--- src/rtl/ccfp_pkg.sv ---
// ----------------------------------------------------------------------------
// ccfp_pkg
// Shared types, character codes and helper functions for the command frame
// parser with CRC-16 check.
// ----------------------------------------------------------------------------
package ccfp_pkg;

  localparam logic [7:0] ChAt    = 8'h40;
  localparam logic [7:0] ChCr    = 8'h0D;
  localparam logic [7:0] ChLf    = 8'h0A;
  localparam logic [7:0] ChStar  = 8'h2A;
  localparam logic [7:0] ChComma = 8'h2C;
  localparam logic [7:0] ChMinus = 8'h2D;
  localparam logic [7:0] ChNul   = 8'h00;

  localparam logic [2:0] StDrive   = 3'd0;
  localparam logic [2:0] StLift    = 3'd1;
  localparam logic [2:0] StCrc     = 3'd2;
  localparam logic [2:0] StFormat  = 3'd3;
  localparam logic [2:0] StUnknown = 3'd4;

  localparam logic [1:0] RegMaxDrive = 2'd0;
  localparam logic [1:0] RegSteerMin = 2'd1;
  localparam logic [1:0] RegSteerMax = 2'd2;

  localparam logic [2:0] TrailerBad = 3'd7;
  localparam logic [2:0] TrailerLen = 3'd4;
  localparam logic [32:0] AccCap    = 33'h1_0000_0000;
  localparam logic [15:0] CrcInit   = 16'hFFFF;
  localparam logic [15:0] CrcPoly   = 16'h1021;
  localparam int NumActions = 5;

  localparam logic [7:0] CmdPrefix [4] = '{8'h43, 8'h4D, 8'h44, 8'h2C};
  localparam logic [7:0] LiftPrefix [5] = '{8'h4C, 8'h49, 8'h46, 8'h54, 8'h2C};
  localparam logic [3:0] ActionLens [NumActions] = '{4'd2, 4'd4, 4'd4, 4'd10, 4'd4};
  localparam logic [7:0] ActionWords [NumActions][10] = '{
    '{8'h55, 8'h50, 8'h00, 8'h00, 8'h00, 8'h00, 8'h00, 8'h00, 8'h00, 8'h00},
    '{8'h44, 8'h4F, 8'h57, 8'h4E, 8'h00, 8'h00, 8'h00, 8'h00, 8'h00, 8'h00},
    '{8'h48, 8'h4F, 8'h4D, 8'h45, 8'h00, 8'h00, 8'h00, 8'h00, 8'h00, 8'h00},
    '{8'h49, 8'h4E, 8'h49, 8'h54, 8'h49, 8'h41, 8'h4C, 8'h49, 8'h5A, 8'h45},
    '{8'h53, 8'h54, 8'h4F, 8'h50, 8'h00, 8'h00, 8'h00, 8'h00, 8'h00, 8'h00}
  };

  typedef struct packed {
    logic       zero;
    logic       bad;
    logic       neg;
    logic       digits;
    logic [1:0] idx;
  } fs_t;

  typedef struct packed {
    logic [2:0]        status;
    logic [31:0]       seq;
    logic signed [7:0] drive;
    logic [15:0]       steer;
    logic [2:0]        action;
  } result_t;

  function automatic logic [15:0] crc_byte(input logic [15:0] crc_in, input logic [7:0] b);
    logic [15:0] crc;
    crc = crc_in ^ {b, 8'h00};
    for (int i = 0; i < 8; i++) begin
      crc = crc[15] ? ({crc[14:0], 1'b0} ^ CrcPoly) : {crc[14:0], 1'b0};
    end
    return crc;
  endfunction

  function automatic logic [32:0] add_digit(input logic [32:0] acc, input logic [7:0] c);
    logic [36:0] t;
    t = 37'({acc, 3'b000}) + 37'({acc, 1'b0}) + 37'(c[3:0]);
    return (t > 37'(AccCap)) ? AccCap : t[32:0];
  endfunction

  function automatic logic is_digit(input logic [7:0] c);
    return (c >= 8'h30) && (c <= 8'h39);
  endfunction

  // returns {valid, nibble}
  function automatic logic [4:0] hex_val(input logic [7:0] c);
    logic [4:0] r;
    r = 5'd0;
    if (is_digit(c)) r = {1'b1, c[3:0]};
    else if ((c >= 8'h41 && c <= 8'h46) || (c >= 8'h61 && c <= 8'h66))
      r = {1'b1, 4'(c[3:0] + 4'd9)};
    return r;
  endfunction

  function automatic logic action_match(input logic [2:0] w, input logic [3:0] pos,
                                        input logic [7:0] c);
    logic m;
    m = 1'b0;
    if (pos < ActionLens[w]) m = (ActionWords[w][pos] == c);
    return m;
  endfunction

endpackage

--- src/rtl/ccfp_parser.sv ---
// ----------------------------------------------------------------------------
// ccfp_parser
// Per-byte frame state: prefix match, CRC, trailer, field parse and the
// snapshot taken at each star. Builds the result when LF closes a frame.
// ----------------------------------------------------------------------------
module ccfp_parser #(
  parameter int MAX_FRAME = 128
) (
  input  logic              clk_i,
  input  logic              rst_ni,
  input  logic              fire_i,
  input  logic [7:0]        rx_byte_i,
  input  logic [6:0]        max_drive_i,
  input  logic [15:0]       steer_min_i,
  input  logic [15:0]       steer_max_i,
  output logic              res_valid_o,
  output ccfp_pkg::result_t res_o
);
  import ccfp_pkg::*;

  localparam int BCW = $clog2(MAX_FRAME);

  logic           in_frame_q, in_frame_d;
  logic [BCW-1:0] bc_q, bc_d;
  logic [1:0]     tm_q, tm_d;
  logic [15:0]    crc_q, crc_d, crc_star_q, crc_star_d;
  logic [15:0]    tv_q, tv_d;
  logic [2:0]     tc_q, tc_d;
  fs_t            fs_q, fs_d, fss_q, fss_d;
  logic [32:0]    seq_q, seq_d, seqs_q, seqs_d;
  logic [32:0]    drv_q, drv_d, drvs_q, drvs_d;
  logic [32:0]    str_q, str_d, strs_q, strs_d;

  logic [7:0]     c;
  logic [4:0]     hv;
  logic [3:0]     lpos;
  logic           is_cmd, is_lift, found;
  result_t        res;

  assign c  = rx_byte_i;
  assign hv = hex_val(c);
  assign lpos = str_q[3:0];

  always_comb begin
    in_frame_d = in_frame_q;
    bc_d = bc_q;
    tm_d = tm_q;
    crc_d = crc_q;
    crc_star_d = crc_star_q;
    tv_d = tv_q;
    tc_d = tc_q;
    fs_d = fs_q;
    fss_d = fss_q;
    seq_d = seq_q;
    seqs_d = seqs_q;
    drv_d = drv_q;
    drvs_d = drvs_q;
    str_d = str_q;
    strs_d = strs_q;
    res_valid_o = 1'b0;
    if (fire_i) begin
      if (c == ChAt) begin
        in_frame_d = 1'b1;
        bc_d = BCW'(1);
        tm_d = 2'b11;
        crc_d = CrcInit;
        crc_star_d = CrcInit;
        tv_d = '0;
        tc_d = TrailerBad;
        fs_d = '0;
        fss_d = '0;
        seq_d = '0;
        seqs_d = '0;
        drv_d = '0;
        drvs_d = '0;
        str_d = '0;
        strs_d = '0;
      end else if (in_frame_q && c != ChCr) begin
        if (c == ChLf) begin
          in_frame_d = 1'b0;
          res_valid_o = 1'b1;
        end else if (bc_q >= BCW'(MAX_FRAME - 1)) begin
          // overlong frame is dropped silently
          in_frame_d = 1'b0;
        end else begin
          bc_d = bc_q + BCW'(1);
          if (bc_q <= BCW'(4) && c != CmdPrefix[bc_q[1:0] - 2'd1]) tm_d[0] = 1'b0;
          if (bc_q <= BCW'(5) && c != LiftPrefix[3'(bc_q[2:0] - 3'd1)]) tm_d[1] = 1'b0;
          if (c == ChNul) fs_d.zero = 1'b1;
          if (c == ChStar) begin
            crc_star_d = crc_q;
            fss_d = fs_q;
            seqs_d = seq_q;
            drvs_d = drv_q;
            strs_d = str_q;
            tv_d = '0;
            tc_d = '0;
          end else if (hv[4] && tc_q < TrailerLen) begin
            tv_d = {tv_q[11:0], hv[3:0]};
            tc_d = tc_q + 3'd1;
          end else begin
            tc_d = TrailerBad;
          end
          crc_d = crc_byte(crc_q, c);

          if (tm_q[0] && bc_q > BCW'(4)) begin
            if (!fs_q.bad) begin
              if (c == ChComma) begin
                if (fs_q.idx >= 2'd2 || !fs_q.digits) fs_d.bad = 1'b1;
                else begin
                  fs_d.idx = fs_q.idx + 2'd1;
                  fs_d.digits = 1'b0;
                end
              end else if (c == ChMinus) begin
                if (fs_q.idx == 2'd1 && !fs_q.digits && !fs_q.neg) fs_d.neg = 1'b1;
                else fs_d.bad = 1'b1;
              end else if (is_digit(c)) begin
                fs_d.digits = 1'b1;
                if (fs_q.idx == 2'd0) seq_d = add_digit(seq_q, c);
                else if (fs_q.idx == 2'd1) drv_d = add_digit(drv_q, c);
                else str_d = add_digit(str_q, c);
              end else begin
                fs_d.bad = 1'b1;
              end
            end
          end else if (tm_q[1] && bc_q > BCW'(5)) begin
            if (!fs_q.bad) begin
              if (fs_q.idx == 2'd0) begin
                if (c == ChComma) begin
                  if (!fs_q.digits) fs_d.bad = 1'b1;
                  else begin
                    fs_d.idx = 2'd1;
                    fs_d.digits = 1'b0;
                    drv_d = 33'h1F;  // all action words still possible
                    str_d = '0;
                  end
                end else if (is_digit(c)) begin
                  fs_d.digits = 1'b1;
                  seq_d = add_digit(seq_q, c);
                end else begin
                  fs_d.bad = 1'b1;
                end
              end else if (c == ChComma) begin
                fs_d.bad = 1'b1;
              end else begin
                for (int w = 0; w < NumActions; w++) begin
                  if (!action_match(3'(w), lpos, c)) drv_d[w] = 1'b0;
                end
                if (lpos < 4'd15) str_d = {29'd0, lpos + 4'd1};
              end
            end
          end
        end
      end
    end
  end

  // result from the state that stands before the LF
  always_comb begin
    res = '0;
    found = 1'b0;
    is_cmd = tm_q[0] && bc_q >= BCW'(5);
    is_lift = tm_q[1] && bc_q >= BCW'(6);
    res.status = StFormat;
    if (!is_cmd && !is_lift) begin
      res.status = StUnknown;
    end else if (fs_q.zero || tc_q != TrailerLen) begin
      res.status = StFormat;
    end else if (crc_star_q != tv_q) begin
      res.status = StCrc;
    end else if (is_cmd) begin
      if (!fss_q.bad && fss_q.idx == 2'd2 && fss_q.digits && seqs_q < AccCap &&
          drvs_q <= {26'd0, max_drive_i} &&
          strs_q >= {17'd0, steer_min_i} && strs_q <= {17'd0, steer_max_i}) begin
        res.status = StDrive;
        res.seq = seqs_q[31:0];
        res.drive = fss_q.neg ? (8'd0 - drvs_q[7:0]) : drvs_q[7:0];
        res.steer = strs_q[15:0];
      end
    end else begin
      if (!fss_q.bad && fss_q.idx == 2'd1 && seqs_q < AccCap) begin
        for (int w = 0; w < NumActions; w++) begin
          if (!found && drvs_q[w] && strs_q == {29'd0, ActionLens[w]}) begin
            found = 1'b1;
            res.status = StLift;
            res.seq = seqs_q[31:0];
            res.action = 3'(w);
          end
        end
      end
    end
  end

  assign res_o = res;

  always_ff @(posedge clk_i or negedge rst_ni) begin
    if (!rst_ni) begin
      in_frame_q <= 1'b0;
      bc_q <= '0;
      tm_q <= '0;
      crc_q <= CrcInit;
      crc_star_q <= CrcInit;
      tv_q <= '0;
      tc_q <= '0;
      fs_q <= '0;
      fss_q <= '0;
      seq_q <= '0;
      seqs_q <= '0;
      drv_q <= '0;
      drvs_q <= '0;
      str_q <= '0;
      strs_q <= '0;
    end else begin
      in_frame_q <= in_frame_d;
      bc_q <= bc_d;
      tm_q <= tm_d;
      crc_q <= crc_d;
      crc_star_q <= crc_star_d;
      tv_q <= tv_d;
      tc_q <= tc_d;
      fs_q <= fs_d;
      fss_q <= fss_d;
      seq_q <= seq_d;
      seqs_q <= seqs_d;
      drv_q <= drv_d;
      drvs_q <= drvs_d;
      str_q <= str_d;
      strs_q <= strs_d;
    end
  end

endmodule

--- src/rtl/ccfp_out_buf.sv ---
// ----------------------------------------------------------------------------
// ccfp_out_buf
// Result register with one skid entry, so the input side keeps taking
// words while a result waits on the output.
// ----------------------------------------------------------------------------
module ccfp_out_buf (
  input  logic              clk_i,
  input  logic              rst_ni,
  input  logic              push_i,
  input  ccfp_pkg::result_t push_data_i,
  output logic              full_o,
  output logic              out_valid_o,
  input  logic              out_stall_i,
  output ccfp_pkg::result_t out_data_o
);
  import ccfp_pkg::*;

  logic    out_v_q, skid_v_q;
  result_t out_q, skid_q;
  logic    pop;

  assign pop = out_v_q && !out_stall_i;

  always_ff @(posedge clk_i or negedge rst_ni) begin
    if (!rst_ni) begin
      out_v_q <= 1'b0;
      skid_v_q <= 1'b0;
    end else begin
      if (!out_v_q) begin
        out_v_q <= push_i;
      end else if (pop) begin
        if (skid_v_q) begin
          skid_v_q <= 1'b0;
        end else begin
          out_v_q <= push_i;
        end
      end else if (push_i) begin
        skid_v_q <= 1'b1;
      end
    end
  end

  always_ff @(posedge clk_i) begin
    if (!out_v_q || (pop && !skid_v_q)) begin
      out_q <= push_data_i;
    end else if (pop) begin
      out_q <= skid_q;
    end
    if (out_v_q && !pop && push_i) begin
      skid_q <= push_data_i;
    end
  end

  assign full_o = skid_v_q;
  assign out_valid_o = out_v_q;
  assign out_data_o = out_q;

endmodule

--- src/rtl/crc_checked_command_frame_parser_top.sv ---
// ----------------------------------------------------------------------------
// crc_checked_command_frame_parser_top
// Command frame parser with CRC-16/CCITT-FALSE trailer check.
// ----------------------------------------------------------------------------
// throughput: one byte per cycle while in_stall_o is low; the parser state update is registered
// the LF word's result is registered in the result register, or in the skid entry while an earlier result waits
// a result register plus one skid entry decouple output stalls from input
// reset clears frame state and loads register defaults; no clearing pass
module crc_checked_command_frame_parser_top #(
  parameter int MAX_FRAME = 128
) (
  input  logic              clk_i,
  input  logic              rst_ni,
  input  logic              in_valid_i,
  output logic              in_stall_o,
  input  logic [7:0]        rx_byte_i,
  output logic              out_valid_o,
  input  logic              out_stall_i,
  output logic [2:0]        frame_status_o,
  output logic [31:0]       sequence_number_o,
  output logic signed [7:0] drive_percent_o,
  output logic [15:0]       steering_cdeg_o,
  output logic [2:0]        lift_action_o,
  input  logic              cfg_valid_i,
  output logic              cfg_ready_o,
  input  logic [1:0]        cfg_index_i,
  input  logic [15:0]       cfg_data_i
);
  import ccfp_pkg::*;

  logic [6:0]  max_drive_q;
  logic [15:0] steer_min_q, steer_max_q;
  logic        fire, res_valid, full;
  result_t     res, out_data;

  assign cfg_ready_o = 1'b1;

  always_ff @(posedge clk_i or negedge rst_ni) begin
    if (!rst_ni) begin
      max_drive_q <= 7'd100;
      steer_min_q <= 16'd0;
      steer_max_q <= 16'd18000;
    end else if (cfg_valid_i && cfg_ready_o) begin
      unique case (cfg_index_i)
        RegMaxDrive: max_drive_q <= cfg_data_i[6:0];
        RegSteerMin: steer_min_q <= cfg_data_i;
        RegSteerMax: steer_max_q <= cfg_data_i;
        default: ;
      endcase
    end
  end

  assign in_stall_o = full;
  assign fire = in_valid_i && !full;

  ccfp_parser #(
    .MAX_FRAME(MAX_FRAME)
  ) u_parser (
    .clk_i      (clk_i),
    .rst_ni     (rst_ni),
    .fire_i     (fire),
    .rx_byte_i  (rx_byte_i),
    .max_drive_i(max_drive_q),
    .steer_min_i(steer_min_q),
    .steer_max_i(steer_max_q),
    .res_valid_o(res_valid),
    .res_o      (res)
  );

  ccfp_out_buf u_out_buf (
    .clk_i      (clk_i),
    .rst_ni     (rst_ni),
    .push_i     (res_valid),
    .push_data_i(res),
    .full_o     (full),
    .out_valid_o(out_valid_o),
    .out_stall_i(out_stall_i),
    .out_data_o (out_data)
  );

  assign frame_status_o    = out_data.status;
  assign sequence_number_o = out_data.seq;
  assign drive_percent_o   = out_data.drive;
  assign steering_cdeg_o   = out_data.steer;
  assign lift_action_o     = out_data.action;

endmodule
--- config.mk ---
export PLATFORM = sky130hd
export DESIGN_NAME = crc_checked_command_frame_parser_top
export DESIGN_NICKNAME = d
export VERILOG_FILES = /design/src/rtl/ccfp_pkg.sv /design/src/rtl/ccfp_parser.sv /design/src/rtl/ccfp_out_buf.sv /design/src/rtl/crc_checked_command_frame_parser_top.sv
export SDC_FILE = /design/constraint.sdc
export NUM_CORES = 1
export LEC_CHECK = 0
export ABC_CLOCK_PERIOD_IN_PS = 9500
export BUFFER_PORTS_ARGS = -buffer_cell sky130_fd_sc_hd__buf_2
export CAP_MARGIN = 20
export CORE_ASPECT_RATIO = 1.75
export CORE_UTILIZATION = 50
export DETAILED_ROUTE_END_ITERATION = 10
export PLACE_DENSITY = 0.77
export SLEW_MARGIN = 30
export SYNTH_ARGS = -nofsm -noshare
export SYNTH_HDL_FRONTEND = slang
export SYNTH_HIERARCHICAL = 1
export SYNTH_SLANG_ARGS = --single-unit
--- constraint.sdc ---
create_clock -name clk_i -period 9.5 [get_ports clk_i]
set_clock_uncertainty 0.2 [all_clocks]
set_input_delay 0.95 -clock clk_i [delete_from_list [all_inputs] [get_ports clk_i]]
set_output_delay 0.95 -clock clk_i [all_outputs]
set_load 0.05 [all_outputs]
### Yosys cells after proc, flatten, opt, wreduce, memory -nomap -nowiden

Memory sizes are Yosys's and may differ from the RTL's.
Index checks and enable logic that the tools add are counted.

| word-level totals | value |
|---|---|
| word-level logic and storage cells | 536 |
| latch bits | 0 |
| ROM bits | 704 |
| output and inout bits | 65 |
| input port bits | 31 |
| flip-flop bits (word level) | 435 |
| memories kept | 6 |
| bits in writable memories | 0 |

Memories:

| memory | depth | width | rd ports | clocked after Yosys merged registers in | write ports | RTL line | RTL |
|---|---|---|---|---|---|---|---|
| (name not given) | 16 | 8 | 1 | 0 | 0 | ccfp_pkg.sv:93 | `if (pos < ActionLens[w]) m = (ActionWords[w][pos] == c);` |
| (name not given) | 16 | 8 | 1 | 0 | 0 | ccfp_pkg.sv:93 |  |
| (name not given) | 16 | 8 | 1 | 0 | 0 | ccfp_pkg.sv:93 |  |
| (name not given) | 16 | 8 | 1 | 0 | 0 | ccfp_pkg.sv:93 |  |
| (name not given) | 16 | 8 | 1 | 0 | 0 | ccfp_pkg.sv:93 |  |
| (name not given) | 8 | 8 | 1 | 0 | 0 | ccfp_parser.sv:88 | `if (bc_q <= BCW'(5) && c != LiftPrefix[3'(bc_q[2:0] - 3'd1)]) tm_d[1] = 1'b0;` |

| operators by class | value |
|---|---|
| reduce and logical (&&, ||, !) cells | 98 |
| $mul | 0 |
| bitwise operators | 12 |
| divide/modulo/power cells | 0 |
| eq/ne operators | 49 |
| shift operators | 0 |
| muxes and demuxes | 285 |
| add/sub/neg operators | 14 |
| order comparisons | 29 |

Operators by type and width:

| operator | number |
|---|---|
| $mux 33 | 66 |
| $mux 16 | 15 |
| $mux 59 | 3 |
| $mux 34 | 4 |
| $mux 62 | 2 |
| $mux 1 | 121 |
| $mux 8 | 15 |
| $add 36x34->37 | 3 |
| $add 37x4->37 | 3 |
| $gt 37x33->1 const B | 3 |
| $mux 35 | 3 |
| $mux 13 | 8 |
| $reduce_and 15->1 | 6 |
| $mux 58 | 1 |
| $mux 3 | 17 |
| $mux 5 | 10 |
| $eq 8x8->1 | 5 |
| $logic_and 1x1->1 | 36 |
| $eq 33x2->1 const B | 1 |
| $eq 33x3->1 const B | 1 |
| $eq 33x4->1 const B | 1 |
| $ge 33x16->1 | 1 |
| $le 33x16->1 | 1 |
| $le 33x7->1 | 1 |
| 66 further kinds | 160 |

### Longest topological paths before layout

Gate-level depths: netlist of run 1.

| logic depth | value |
|---|---|
| depth in word-level cells | 45 |
| mapped depth | 18 |
| gate-level depth less buffers | 15 |

### Modules after synthesis

The synthesis of run 1 kept the hierarchy.

Modules (own cells, without submodules):

| module | cells an instance | instances | area an instance (um^2) |
|---|---|---|---|
| ccfp_parser | 2472 | 1 | 21227.9 |
| ccfp_out_buf | 201 | 1 | 4574.4 |
| crc_checked_command_frame_parser_top | 86 | 1 | 1516.5 |

### Worst setup path after synthesis of run 1

OpenSTA, ideal clock, no wires.

| timing path | value |
|---|---|
| path type | input port to flip-flop |
| start point | in rx_byte_i[3] |
| end point | reg u_parser.drv_q[24] |
| setup time | 66 ps |
| path slack | 4007 ps |
| stages | 18 |
| data required time | 9234 ps |
| path buffers | 3 |
| arrival | 5227 ps |
| cells stage by stage | clkbuf_1 -> clkinv_1 -> fa_1 -> inv_1 -> ha_1 -> a21o_1 -> and4_4 -> o21a_1 -> or3_4 -> a2111oi_4 -> nand4_1 -> or4_1 -> nor4_1 -> a21boi_1 -> and3b_1 -> buf_6 -> buf_12 -> a22o_1 |

| between the ends | value |
|---|---|
| cells in the longest elaborated chain, start to end | 14 |
| elaborated cells between the ends (all ways) | 37 |
| classes of those cells | add/sub: 1; order compare: 3; eq/ne: 12; mux: 12; reduce/logical: 9 |

RTL lines:

| what | RTL line | RTL |
|---|---|---|
| start: declaration | crc_checked_command_frame_parser_top.sv:16 | `input logic [7:0] rx_byte_i,` |
| $add 37x4->37 | ccfp_pkg.sv:71 | `t = 37'({acc, 3'b000}) + 37'({acc, 1'b0}) + 37'(c[3:0]);` |
| $gt 37x33->1 | ccfp_pkg.sv:72 | `return (t > 37'(AccCap)) ? AccCap : t[32:0];` |
| $mux 33 | ccfp_pkg.sv:72 |  |
| $mux 33 | ccfp_parser.sv:120 | `else if (fs_q.idx == 2'd1) drv_d = add_digit(drv_q, c);` |
| $mux 33 | ccfp_parser.sv:119 | `if (fs_q.idx == 2'd0) seq_d = add_digit(seq_q, c);` |
| $mux 33 | ccfp_parser.sv:117 | `end else if (is_digit(c)) begin` |
| $mux 33 | ccfp_parser.sv:114 | `end else if (c == ChMinus) begin` |
| $mux 33 | ccfp_parser.sv:108 | `if (c == ChComma) begin` |
| $mux 33 | ccfp_parser.sv:107 | `if (!fs_q.bad) begin` |
| $mux 33 | ccfp_parser.sv:106 | `if (tm_q[0] && bc_q > BCW'(4)) begin` |
| $mux 33 | ccfp_parser.sv:82 | `end else if (bc_q >= BCW'(MAX_FRAME - 1)) begin` |
| $mux 33 | ccfp_parser.sv:79 | `if (c == ChLf) begin` |
| $mux 33 | ccfp_parser.sv:78 | `end else if (in_frame_q && c != ChCr) begin` |
| $mux 33 | ccfp_parser.sv:62 | `if (c == ChAt) begin` |
| end signal: assignment | ccfp_parser.sv:225 | `drv_q <= drv_d;` |
| end: declaration | ccfp_parser.sv:31 | `logic [32:0] drv_q, drv_d, drvs_q, drvs_d;` |

Several ways; a longest one is shown, not always the timed one. The select of a mux whose other input is x is not followed.
A chain may end at the register's enable or synchronous reset.

### Worst setup path after layout of run 1

| timing path | value |
|---|---|
| start point | in rx_byte_i[3] |
| end point | reg u_parser.str_q[17] |

| between the ends | value |
|---|---|
| cells in the longest elaborated chain, start to end | 14 |
| elaborated cells between the ends (all ways) | 38 |
| classes of those cells | add/sub: 1; order compare: 3; eq/ne: 16; mux: 12; reduce/logical: 6 |

RTL lines:

| what | RTL line | RTL |
|---|---|---|
| $add 37x4->37 | ccfp_pkg.sv:71 |  |
| $gt 37x33->1 | ccfp_pkg.sv:72 |  |
| $mux 33 | ccfp_pkg.sv:72 |  |
| $mux 33 | ccfp_parser.sv:120 |  |
| $mux 33 | ccfp_parser.sv:119 |  |
| $mux 33 | ccfp_parser.sv:117 |  |
| $mux 33 | ccfp_parser.sv:114 |  |
| $mux 33 | ccfp_parser.sv:108 |  |
| $mux 33 | ccfp_parser.sv:107 |  |
| $mux 33 | ccfp_parser.sv:106 |  |
| $mux 33 | ccfp_parser.sv:82 |  |
| $mux 33 | ccfp_parser.sv:79 |  |
| $mux 33 | ccfp_parser.sv:78 |  |
| $mux 33 | ccfp_parser.sv:62 |  |
| end signal: assignment | ccfp_parser.sv:227 | `str_q <= str_d;` |
| end: declaration | ccfp_parser.sv:32 | `logic [32:0] str_q, str_d, strs_q, strs_d;` |

Several ways; a longest one is shown, not always the timed one. The select of a mux whose other input is x is not followed.

==> results of run 1 <==
-- cell families (layout without fill, tap and decap cells) --
| group | count (synthesis) | count (layout) | share of synthesized area (%) |
|---|---|---|---|
| and+or+nand+nor | 853 | 853 | 15.2 |
| buffers and inverters | 231 | 296 | 3.44 |
| xor gates and xnor gates | 140 | 140 | 4.49 |
| adders and majority gates | 267 | 267 | 12.4 |
| AOI/OAI and AO/OA | 717 | 717 | 17.4 |
| other | 1 | 3 | 0.0137 |
| DFF | 435 | 435 | 42.3 |
| muxes | 115 | 115 | 4.69 |
-- layout make-up --
cell class,count,area [µm²]
fillers,4684,24400
multi-input cells,2093,14900
flip-flops and latches,435,11600
clock buffers,46,1020
well taps,690,863
repair buffers,115,662
inverters,108,405
clock inverters,27,339
diodes,2,5.00
-- report_power, final --
part / total (mW) / internal (mW) / switching, mW / leakage (nW)
clock: 1.70 / 0.973 / 0.727 / 0.653
sequential: 2.15 / 2.05 / 0.0980 / 5.57
combinational: 0.598 / 0.249 / 0.350 / 7.97
-- state kept, by name, summed over array words and instances, names as in the netlist, 5 cells and up --
register,flops
u_parser/seq_q,33
max_drive_q,7
steer_min_q,16
u_parser/fss_q,5
u_parser/crc_q,16
u_parser/drvs_q,33
u_parser/tv_q,16
u_parser/fs_q,6
u_parser/str_q,33
u_parser/bc_q,7
u_out_buf/out_data_o,62
u_out_buf/skid_q,62
steer_max_q,16
u_parser/drv_q,33
u_parser/strs_q,33
u_parser/crc_star_q,16
u_parser/seqs_q,33
-- metal layers --
metal / vias up / wire (µm) / global-route usage [%]
li1: 10200 / - / -
met1: 10400 / 26800 / 28.8
met2: 621 / 37400 / 46.7
met3: 230 / 2700 / 2.76
met4: 2 / 4440 / 15.6
met5: - / 13 / 0
-- worst max-delay path by stage --
stage,start,to,slack (ns),cells past startpoint
5_1_grt,rx_byte_i[3],u_parser/drv_q[14],2.97,14
3_3_place_gp,rx_byte_i[3],u_parser/seq_q[19],2.88,14
4_1_cts,rx_byte_i[3],u_parser/str_q[17],3.43,15
2_1_floorplan,rx_byte_i[3],u_parser/drv_q[24],4.01,18
6_report,rx_byte_i[3],u_parser/str_q[17],3.31,15
3_5_place_dp,rx_byte_i[3],u_parser/str_q[17],2.87,15
-- stage by stage --
stage	hold WS (ns)	cells	setup slack (ns)
after floorplan	0.240	2759	4.01
after global placement	0.256	3439	2.88
after detailed placement	0.262	3440	2.87
after CTS	0.279	3513	3.43
after global routing	0.0693	3516	2.97
final	0.0671	3516	3.31
-- cell usage in the layout, fill, tap and decap left out, drive strengths merged, types with 65 or more instances in the layout --
cell type / netlist / routed
nand2: 389 / 389
dfrtp: 271 / 271
ha: 261 / 261
o21ai: 214 / 214
a21oi: 153 / 153
nor2: 126 / 126
edfxtp: 124 / 124
buf: 18 / 115
inv: 105 / 107
mux2: 104 / 104
xnor2: 75 / 75
xor2: 65 / 65
==> metrics.md, run 1 <==
| Metric | Value |
|---|---|
| Critical path buffer and inverter count | 3 |
| Largest net degree at the start of global routing | 123 |
| Design area | 29700 µm² |
| Post-DR vias/cell | 6.10 |
| Initial antenna violation count | 3 |
| Core Region | 54200 µm² |
| Worst skew pair latency | 0.56 ns |
| GRT Overall Usage | 25.9% |
| Net total in the final layout | 3091 |
| CP Max Fanout | 16 |
| I/O pin count | 96 |
| DRT Pass-1 Iters | 5 |
| Top-count cell post-synth | nand2_1 |
| RSZ-0062 raised after global routing | false |
| Largest stage delay, worst path | 0.78 ns |
| Synth cell types | 97 |
| Number of global-route vias before repair | 22000 |
| Via count | 21500 |
| Cts hold-fix bufs | 0 |
| FF-to-FF path depth | 14 |
| Seq cells post-synth | 435 |
| Seq/Total Area, Yosys | 42.3% |
| Total Power | 4.44 mW |
| Synthesized instance count | 2759 |
| Crit-path slowest cell | fa_1 |
| Post-synth EDFFs | 124 |
| Top_reg_cell synth | dfrtp_1 |
| Final ANT Viol Nets | 0 |
| Crit-path leading delay family | simple AND/OR/NAND/NOR gates |
| Row count | 113 |
| Number of buffers added on ports | 94 |
| Avg WL per Cell | 20.3 µm |
| Highest clock rate | 0.162 GHz |
| Die area | 55600 µm² |
| Clk sinks | 435 |
| Final Cycle Share | 65.1% |
| Reg-to-reg endpoint | u_parser/str_q[17] |
| Leak | 14.2 nW |
| Pins Over Slew Limit | 0 |
| First-pass GRT wire length | 114 mm |
| HP Class | input pin to asynchronous set/reset pin |
| Post-route minimum period | 6.19 ns |
| WL final | 71.4 mm |
| Clk slew on worst S/H paths | 0.07 ns |
| DIE WIDTH | 179 µm |
| Layout cell share with drive strength beyond 1 | 12.9% |
| Asr flop ratio synth | 71.5% |
| Post-CTS Setup Bufs | 0 |
| CP arrival | 6.39 ns |
| Critical-path cell list | buf_2 > clkinv_1 > fa_1 > inv_1 > ha_1 > a21o_1 > nand3_1 > a211oi_1 > or3_1 > a31oi_2 > nor3_1 > or4_1 > nor3_1 > nand4b_1 > o31ai_1 |
| Cell area power density | 149 nW/µm² |
| Reg2Reg Setup Slack | 3.75 ns |
| Status | finished clean |
| Total CTS buffers | 40 |
| Global route overflow | 0 |
| Avg Cell Area, Syn | 9.90 µm² |
| GP Congestion | 0.914 |
| Max-cap violations | 0 |
| Crit. End Element | flop |
| Die Y | 311 µm |
| CTS tree | yes |
| Clk buf depth | 3 |
| Worst-Margin Slew | 1.00 ns |
| Share of the synthesized area in the top cell type | 24.8% |
| # resized after CTS | 0 |
| Slew Limit Headroom | 32.9% |
| Syn. warnings | 6 |
| Cell taking the most area after synthesis | dfrtp_1 |
| Area post-placement | 28300 µm² |
| HPWL Detailed | 53.4 mm |
| Area delta synth->final | 8.84% |
| Final Setup Violations | 0 |
| Clock Tree Root | clkbuf_16 |
| Depth of the CTS H-tree | 2 |
| Initial Util | 50.4% |
| Setup TNS | 0 ns |
| Ranking of synthesized cells by area | dfrtp_1, edfxtp_1, ha_1 |
| Worst path most repeated cell | nor3_1 |
| Final Hold Vio Count | 0 |
| DR DRC count | 0 |
| Post-route core utilization | 54.9% |
| Synth cell count leaders | nand2_1, dfrtp_1, ha_1 |
| Post-synthesis net count | 3057 |
| Kind of critical path | input pin to flop |
| Cell Area, Synth | 27300 µm² |
| RR Startpoint | u_parser/str_q[0] |
| Peak supply drop | 0.000114 V |
| CP Launch Type | input pin |
| Worst EP required | 9.70 ns |
| DR iter-0 viols | 1271 |
No activity file was read; power rests on OpenSTA's default activity.
==> inputs of run 2 (changes only) <==
--- a/config.mk
+++ b/config.mk
@@ -5,13 +5,13 @@
 export SDC_FILE = /design/constraint.sdc
 export NUM_CORES = 1
 export LEC_CHECK = 0
-export ABC_CLOCK_PERIOD_IN_PS = 9500
+export ABC_CLOCK_PERIOD_IN_PS = 5400
 export BUFFER_PORTS_ARGS = -buffer_cell sky130_fd_sc_hd__buf_2
 export CAP_MARGIN = 20
 export CORE_ASPECT_RATIO = 1.75
 export CORE_UTILIZATION = 50
 export DETAILED_ROUTE_END_ITERATION = 10
-export PLACE_DENSITY = 0.77
+export PLACE_DENSITY = 0.79
 export SLEW_MARGIN = 30
 export SYNTH_ARGS = -nofsm -noshare
 export SYNTH_HDL_FRONTEND = slang
==> constraint.sdc (replaced) <==
create_clock -name clk_i -period 5.4 [get_ports clk_i]
set_clock_uncertainty 0.2 [all_clocks]
set_input_delay 0.54 -clock clk_i [delete_from_list [all_inputs] [get_ports clk_i]]
set_output_delay 0.54 -clock clk_i [all_outputs]
set_load 0.05 [all_outputs]
==> metrics.md, run 2 (same netlist as run 1, synthesis figures left out) <==
| Metric | Value |
|---|---|
| Commonest non-fill, non-tap cell in the layout | nand2_1 (unchanged) |
| Initial antenna violation count | 4 (was 3) |
| CP Launch Type | flop (was input pin) |
| Area of the multi-input gates | 14900 µm² (about the same) |
| First-pass GRT wire length | 115 mm (was 114 mm) |
| Largest stage delay, worst path | 0.67 ns (was 0.78 ns) |
| Max-cap violations | 0 (unchanged) |
| Total CTS buffers | 40 (unchanged) |
| Critical-path cell list | ha_1 > ha_1 > inv_1 > fa_1 > nand2b_1 > a211oi_1 > o31ai_1 > o21ai_1 > buf_4 > a221o_1 > xor2_1 > or4_1 > nor4_1 > a21boi_1 > and3b_1 > a22o_1 (was buf_2 > clkinv_1 > fa_1 > inv_1 > ha_1 > a21o_1 > nand3_1 > a211oi_1 > or3_1 > a31oi_2 > nor3_1 > or4_1 > nor3_1 > nand4b_1 > o31ai_1) |
| Post-DR vias/cell | 6.13 (was 6.10) |
| CP arrival | 5.32 ns (was 6.39 ns) |
| Clk sinks | 435 (unchanged) |
| Avg WL per Cell | 20.0 µm (was 20.3 µm) |
| Crit-path slowest cell | and3b_1 (was fa_1) |
| Via count | 21700 (was 21500) |
| GP Congestion | 0.942 (was 0.914) |
| # fillers | 4569 (was 4684) |
| Clock Tree Root | clkbuf_16 (unchanged) |
| Kind of critical path | flop to flop (was input pin to flop) |
| Pins Over Slew Limit | 0 (unchanged) |
| Final Cycle Share | 92.9% |
| Peak supply drop | 0.000179 V (was 0.000114 V) |
| Area delta synth->final | 9.63% (was 8.84%) |
| Slew Limit Headroom | 28.5% (was 32.9%) |
| Initial Util | 50.4% (unchanged) |
| Number of buffers added on ports | 94 (unchanged) |
| Cell area power density | 260 nW/µm² (was 149 nW/µm²) |
| RR Startpoint | u_parser/drv_q[1] (was u_parser/str_q[0]) |
| Highest clock rate | 0.199 GHz |
| Largest net degree at the start of global routing | 138 (was 123) |
| Final Hold Vio Count | 0 (unchanged) |
| Worst-Margin Slew | 1.07 ns (was 1.00 ns) |
| Final Setup Violations | 0 (unchanged) |
| Post-CTS Setup Bufs | 0 (unchanged) |
| Status | finished clean (unchanged) |
| Beginning of the worst hold path | cfg_data_i[11] |
| Worst skew pair latency | 0.56 ns (about the same) |
| Hold_ws | 0.0303 ns (was 0.0671 ns) |
| Area post-placement | 28600 µm² (was 28300 µm²) |
| CP Max Fanout | 19 (was 16) |
| Worst path most repeated cell | ha_1 (was nor3_1) |
| DRT Pass-1 Iters | 6 (was 5) |
| # resized after CTS | 0 (unchanged) |
| Crit. End Element | flop (unchanged) |
| Worst EP required | 5.70 ns (was 9.70 ns) |
| Sequential Area | 11600 µm² (unchanged) |
| DR iter-0 viols | 1644 (was 1271) |
| Setup TNS | 0 ns (unchanged) |
| Post-route minimum period | 5.02 ns |
| Number of global-route vias before repair | 22400 (was 22000) |
| Total Power | 7.80 mW (was 4.44 mW) |
| DIE WIDTH | 179 µm (unchanged) |
| Clk buf depth | 3 (unchanged) |
| Most frequent cells in the layout | nand2_1, dfrtp_1, ha_1 (unchanged) |
| Depth of the CTS H-tree | 2 (unchanged) |
| Post-route core utilization | 55.3% (was 54.9%) |
| Design area | 30000 µm² (was 29700 µm²) |
| Final ANT Viol Nets | 0 (unchanged) |
| I/O pin count | 96 (unchanged) |
| Layout cell share with drive strength beyond 1 | 13.7% (was 12.9%) |
| DR DRC count | 0 (unchanged) |
| GRT Overall Usage | 25.8% (was 25.9%) |
| Global route overflow | 0 (unchanged) |
| RSZ-0062 raised after global routing | false (unchanged) |
| WL final | 71.0 mm (was 71.4 mm) |
| CTS tree | yes (unchanged) |
| CP startpoint | u_parser/drv_q[1] (was rx_byte_i[3]) |
| HPWL Detailed | 53.2 mm (was 53.4 mm) |
| HP Class | input pin to flop (was input pin to asynchronous set/reset pin) |
| Clk slew on worst S/H paths | 0.07 ns (about the same) |
| Net total in the final layout | 3117 (was 3091) |
| Die area | 55600 µm² (unchanged) |
| Row count | 113 (unchanged) |
| Die Y | 311 µm (unchanged) |
| Core Region | 54200 µm² (unchanged) |
| Leak | 14.4 nW (was 14.2 nW) |
## run 2: cell types whose count changed in the layout (fill, tap and decap cells not counted), moves of 3 or more
cell	delta
buf_4	+23
buf_12	+4
bufinv_16	-4
clkbuf_8	+4
clkinv_1	-4
clkbuf_16	+3
## run 2: final cells by class
type / instances / share of cell area (%)
multi-input combinational: 2093 / 49.6
clock buffer: 55 / 3.89
clock inverter: 19 / 0.714
inverter: 108 / 1.35
antenna: 3 / 0.0251
sequential: 435 / 38.6
tap: 690 / 2.88
timing repair buffer: 141 / 2.96
## run 2: stage by stage
stage | cells | setup slack [ns]
4_1_cts | 3541 | 0.428
5_1_grt | 3544 | 0.114
3_5_place_dp | 3466 | 0.0698
2_1_floorplan | 2759 | 0.317
6_report | 3544 | 0.384
3_3_place_gp | 3466 | 0.133
## run 2: timing repair
item	CTS	global route
setup endpoints to repair	0	0
hold buffers	1	0
hold endpoints to repair	40	0
## run 2: final timing paths
kind | endpoint | slack [ns] | cells after the start
worst max register to register | u_parser/drv_q[14] | 0.38 | 16
worst min register to register | u_parser/seqs_q[16] | 0.27 | 2
max in group asynchronous | u_parser/bc_q[3] | 3.51 | 3
worst min-delay path | steer_max_q[11] | 0.03 | 2
worst max-delay path | u_parser/drv_q[14] | 0.38 | 16
min in group asynchronous | u_parser/str_q[14] | 0.28 | 2
## run 2: where the power goes
| part | switching, mW | internal (mW) |
|---|---|---|
| registers | 0.159 | 3.60 |
| logic | 0.630 | 0.442 |
| clock network | 1.29 | 1.68 |
| total | 2.08 | 5.72 |
## run 2: worst max-delay path, delay by kind of cell (launching register included)
| family | cells | cell delay [ns] |
|---|---|---|
| flip-flops | 1 | 0.47 |
| XOR/XNOR | 1 | 0.16 |
| adder cells (fa/ha/maj) | 3 | 0.76 |
| buffers and inverters | 2 | 0.30 |
| AND/OR/NAND/NOR | 4 | 1.51 |
| AO/OA/AOI/OAI | 6 | 1.53 |
## run 2: layer usage
layer	vias to the layer above	share of wire, %	global-route usage [%]
met2	748	52	46.8
li1	10200	-	-
met1	10500	37	28.7
met5	-	0	0
met4	0	5.7	14.5
met3	244	4.5	2.71
==> inputs of run 3 (changes only) <==
--- a/config.mk
+++ b/config.mk
@@ -9,11 +9,10 @@
 export BUFFER_PORTS_ARGS = -buffer_cell sky130_fd_sc_hd__buf_2
 export CAP_MARGIN = 20
 export CORE_ASPECT_RATIO = 1.75
-export CORE_UTILIZATION = 50
+export CORE_UTILIZATION = 57
 export DETAILED_ROUTE_END_ITERATION = 10
-export PLACE_DENSITY = 0.79
+export PLACE_DENSITY = 0.87
 export SLEW_MARGIN = 30
 export SYNTH_ARGS = -nofsm -noshare
 export SYNTH_HDL_FRONTEND = slang
-export SYNTH_HIERARCHICAL = 1
 export SYNTH_SLANG_ARGS = --single-unit
==> metrics.md, run 3 <==
| Metric | Value |
|---|---|
| Place WS | 0.457 ns (was 0.0698 ns) |
| Post-route minimum period | 4.85 ns (was 5.02 ns) |
| # fillers | 3830 (was 4569) |
| Peak supply drop | 0.000210 V (was 0.000179 V) |
| Area post-placement | 29200 µm² (was 28600 µm²) |
| Share of the synthesized area in the top cell type | 24.2% (was 24.8%) |
| Seq cells post-synth | 435 (unchanged) |
| Final Hold Vio Count | 0 (unchanged) |
| First-pass GRT wire length | 120 mm (was 115 mm) |
| Crit-path slowest cell | fa_1 (was and3b_1) |
| DIE WIDTH | 170 µm (was 179 µm) |
| Post-synth EDFFs | 124 (unchanged) |
| Asr flop ratio synth | 71.5% (unchanged) |
| Synth cell count leaders | nand2_1, dfrtp_1, ha_1 (unchanged) |
| Slew Limit Headroom | 33.2% (was 28.5%) |
| Synthesized instance count | 3048 (was 2759) |
| Area delta synth->final | 9.07% (was 9.63%) |
| Avg WL per Cell | 19.6 µm (was 20.0 µm) |
| Synth Area in XOR/XNOR | 4.19% (was 4.49%) |
| DR DRC count | 0 (unchanged) |
| Final Setup Violations | 0 (unchanged) |
| Final Cycle Share | 89.9% (was 92.9%) |
| Largest net degree at the start of global routing | 121 (was 138) |
| Ranking of synthesized cells by area | dfrtp_1, edfxtp_1, ha_1 (unchanged) |
| Final ANT Viol Nets | 0 (unchanged) |
| Clk sinks | 435 (unchanged) |
| CP Launch Type | flop (unchanged) |
| Worst skew pair latency | 0.57 ns (was 0.56 ns) |
| Core Region | 48600 µm² (was 54200 µm²) |
| Seq/Total Area, Yosys | 41.3% (was 42.3%) |
| Post-synthesis net count | 3345 (was 3057) |
| Reg2Reg Setup Slack | 0.55 ns (was 0.38 ns) |
| Leak | 14.5 nW (was 14.4 nW) |
| Worst EP required | 5.67 ns (was 5.70 ns) |
| Avg Cell Area, Syn | 9.18 µm² (was 9.90 µm²) |
| CP Max Fanout | 12 (was 19) |
| Setup TNS | 0 ns (unchanged) |
| Design area | 30500 µm² (was 30000 µm²) |
| Max-cap violations | 0 (unchanged) |
| Sequential Area | 11600 µm² (unchanged) |
| Number of global-route vias before repair | 23800 (was 22400) |
| Pins Over Slew Limit | 0 (unchanged) |
| Die area | 50000 µm² (was 55600 µm²) |
| Crit. End Element | flop (unchanged) |
| WL final | 73.7 mm (was 71.0 mm) |
| Final WS setup | 0.547 ns (was 0.384 ns) |
| Worst-Margin Slew | 0.995 ns (was 1.07 ns) |
| Clk slew on worst S/H paths | 0.07 ns (about the same) |
| GRT Overall Usage | 29.7% (was 25.8%) |
| CTS tree | yes (unchanged) |
| Cell taking the most area after synthesis | dfrtp_1 (unchanged) |
| Post-CTS Setup Bufs | 0 (unchanged) |
| CP arrival | 5.13 ns (was 5.32 ns) |
| Top_reg_cell synth | dfrtp_1 (unchanged) |
| Multiplexer share of the synthesized area | 1.81% (was 4.69%) |
| Initial antenna violation count | 4 (unchanged) |
| Row count | 107 (was 113) |
| Highest clock rate | 0.206 GHz (was 0.199 GHz) |
| Synth cell types | 89 (was 97) |
| Area of the multi-input gates | 15600 µm² (was 14900 µm²) |
| Depth of the CTS H-tree | 2 (unchanged) |
| RSZ-0062 raised after global routing | false (unchanged) |
| Syn. warnings | 0 (was 6) |
| FF-to-FF path depth | 11 (was 16) |
| Simple-gate share of the synthesized area | 21.1% (was 15.2%) |
| Cell Area, Synth | 28000 µm² (was 27300 µm²) |
| Die Y | 295 µm (was 311 µm) |
| DR iter-0 viols | 2073 (was 1644) |
| Initial Util | 57.6% (was 50.4%) |
| Synth Area in Adders | 12.1% (was 12.4%) |
| Top-count cell post-synth | nand2_1 (unchanged) |
| HP Class | input pin to flop (unchanged) |
| Total CTS buffers | 38 (was 40) |
| Layout cell share with drive strength beyond 1 | 10.6% (was 13.7%) |
| Kind of critical path | flop to flop (unchanged) |
| Critical-path cell list | inv_1 > fa_1 > fa_1 > inv_1 > or4_1 > or4_1 > or3_1 > or4_1 > nor4_1 > nand4_1 > a31oi_1 (was ha_1 > ha_1 > inv_1 > fa_1 > nand2b_1 > a211oi_1 > o31ai_1 > o21ai_1 > buf_4 > a221o_1 > xor2_1 > or4_1 > nor4_1 > a21boi_1 > and3b_1 > a22o_1) |
| Clk buf depth | 3 (unchanged) |
| Number of buffers added on ports | 94 (unchanged) |
| GP Congestion | 0.991 (was 0.942) |
| Min-Delay Path Depth | 2 (unchanged) |
| Via count | 23900 (was 21700) |
| Main combinational cell family by area after synthesis | simple AND/OR/NAND/NOR gates (was compound AO/OA/AOI/OAI gates) |
| Post-DR vias/cell | 6.37 (was 6.13) |
| Most frequent cells in the layout | nand2_1, dfrtp_1, ha_1 (unchanged) |
| Status | finished clean (unchanged) |
| Worst path most repeated cell | or4_1 (was ha_1) |
| HPWL Detailed | 54.0 mm (was 53.2 mm) |
| Post-synthesis compound-gate area fraction | 16.1% (was 17.4%) |
| Global route overflow | 0 (unchanged) |
| Largest stage delay, worst path | 0.56 ns (was 0.67 ns) |
| DRT Pass-1 Iters | 8 (was 6) |
| Commonest non-fill, non-tap cell in the layout | nand2_1 (unchanged) |
| I/O pin count | 96 (unchanged) |
| Net total in the final layout | 3365 (was 3117) |
| Clock Tree Root | clkbuf_16 (unchanged) |
| Cell area power density | 256 nW/µm² (was 260 nW/µm²) |
==> run 3: cell types whose count changed after synthesis, moves of 17 or more <==
cell      change
nand4_1      +42
clkbuf_1     +36
a22o_1       -39
mux2_2       -66
nand2_1     +141
nand3_1     +169
or3_1        +17
o31ai_1      +19
o21ai_0      -52
==> run 3: kinds of logic (layout without fill, tap and decap cells) <==
group / after synthesis / count (layout)
muxes: 46 / 46
DFF: 435 / 435
buffers and inverters: 258 / 308
AOI/OAI and AO/OA: 679 / 679
xor gates and xnor gates: 134 / 134
other: 1 / 4
adders and majority gates: 266 / 266
and+or+nand+nor: 1229 / 1229
==> run 3: what timing repair did <==
action,4_1_cts,5_1_grt
hold buffers,1,0
resized for setup,0,0
endpoints found under the hold margin,86,0
endpoints found under the setup margin,0,0
==> run 3: power by group <==
part           leakage (nW)  internal, mW  switching [mW]
clock                 0.599          1.47            1.27
combinational          8.38         0.524           0.791
sequential             5.56          3.59           0.165
total                  14.5          5.59            2.23
==> run 3: final timing paths <==
check / start / end
max in group asynchronous: rst_ni / u_parser.strs_q[14]
setup / recovery: u_parser.str_q[2] / u_parser.str_q[2]
hold / removal: cfg_data_i[9] / steer_min_q[9]
hold reg to reg: u_parser.crc_star_q[5] / u_parser.crc_star_q[5]
min in group asynchronous: rst_ni / u_parser.seq_q[18]
setup reg to reg: u_parser.str_q[2] / u_parser.str_q[2]
==> run 3: metrics by stage <==
stage / power (mW) / utilization [%] / hold WS (ns) / instances
floorplan: 4.73 / - / 0.0444 / 3048
global placement: 5.06 / 60.0 / 0.243 / 3677
detailed placement: 5.11 / 60.1 / 0.253 / 3679
CTS: 7.83 / 62.7 / 0.0111 / 3750
global route: 8.11 / 62.8 / 0.0216 / 3755
finish: 7.82 / 62.8 / 0.0196 / 3755
==> run 3: layout make-up <==
cell class | instances | area share [%]
clock inverter | 19 | 0.529
multi-input combinational | 2355 | 51.0
timing repair buffer | 147 | 3.26
sequential | 435 | 37.9
clock buffer | 51 | 3.52
antenna | 3 | 0.0246
tap | 654 | 2.68
inverter | 91 | 1.12
==> run 3: critical path: cells and delay by family, from the launching register on <==
kind | cells | cell delay, ns
buffers and inverters | 2 | 0.26
adder cells (fa/ha/maj) | 2 | 1.09
flip-flops | 1 | 0.55
AO/OA/AOI/OAI | 1 | 0.26
AND/OR/NAND/NOR | 6 | 2.42
==> run 3: layer usage <==
| layer | vias to the layer above | track usage [%] | part of all wire, % | wire, µm |
|---|---|---|---|---|
| li1 | 11100 | - | - | - |
| met1 | 11600 | 31.5 | 36 | 26700 |
| met2 | 919 | 54.6 | 52 | 38400 |
| met3 | 305 | 3.37 | 4.7 | 3440 |
| met4 | 2 | 20.6 | 7.0 | 5180 |
| met5 | - | 0 | 0.016 | 12 |
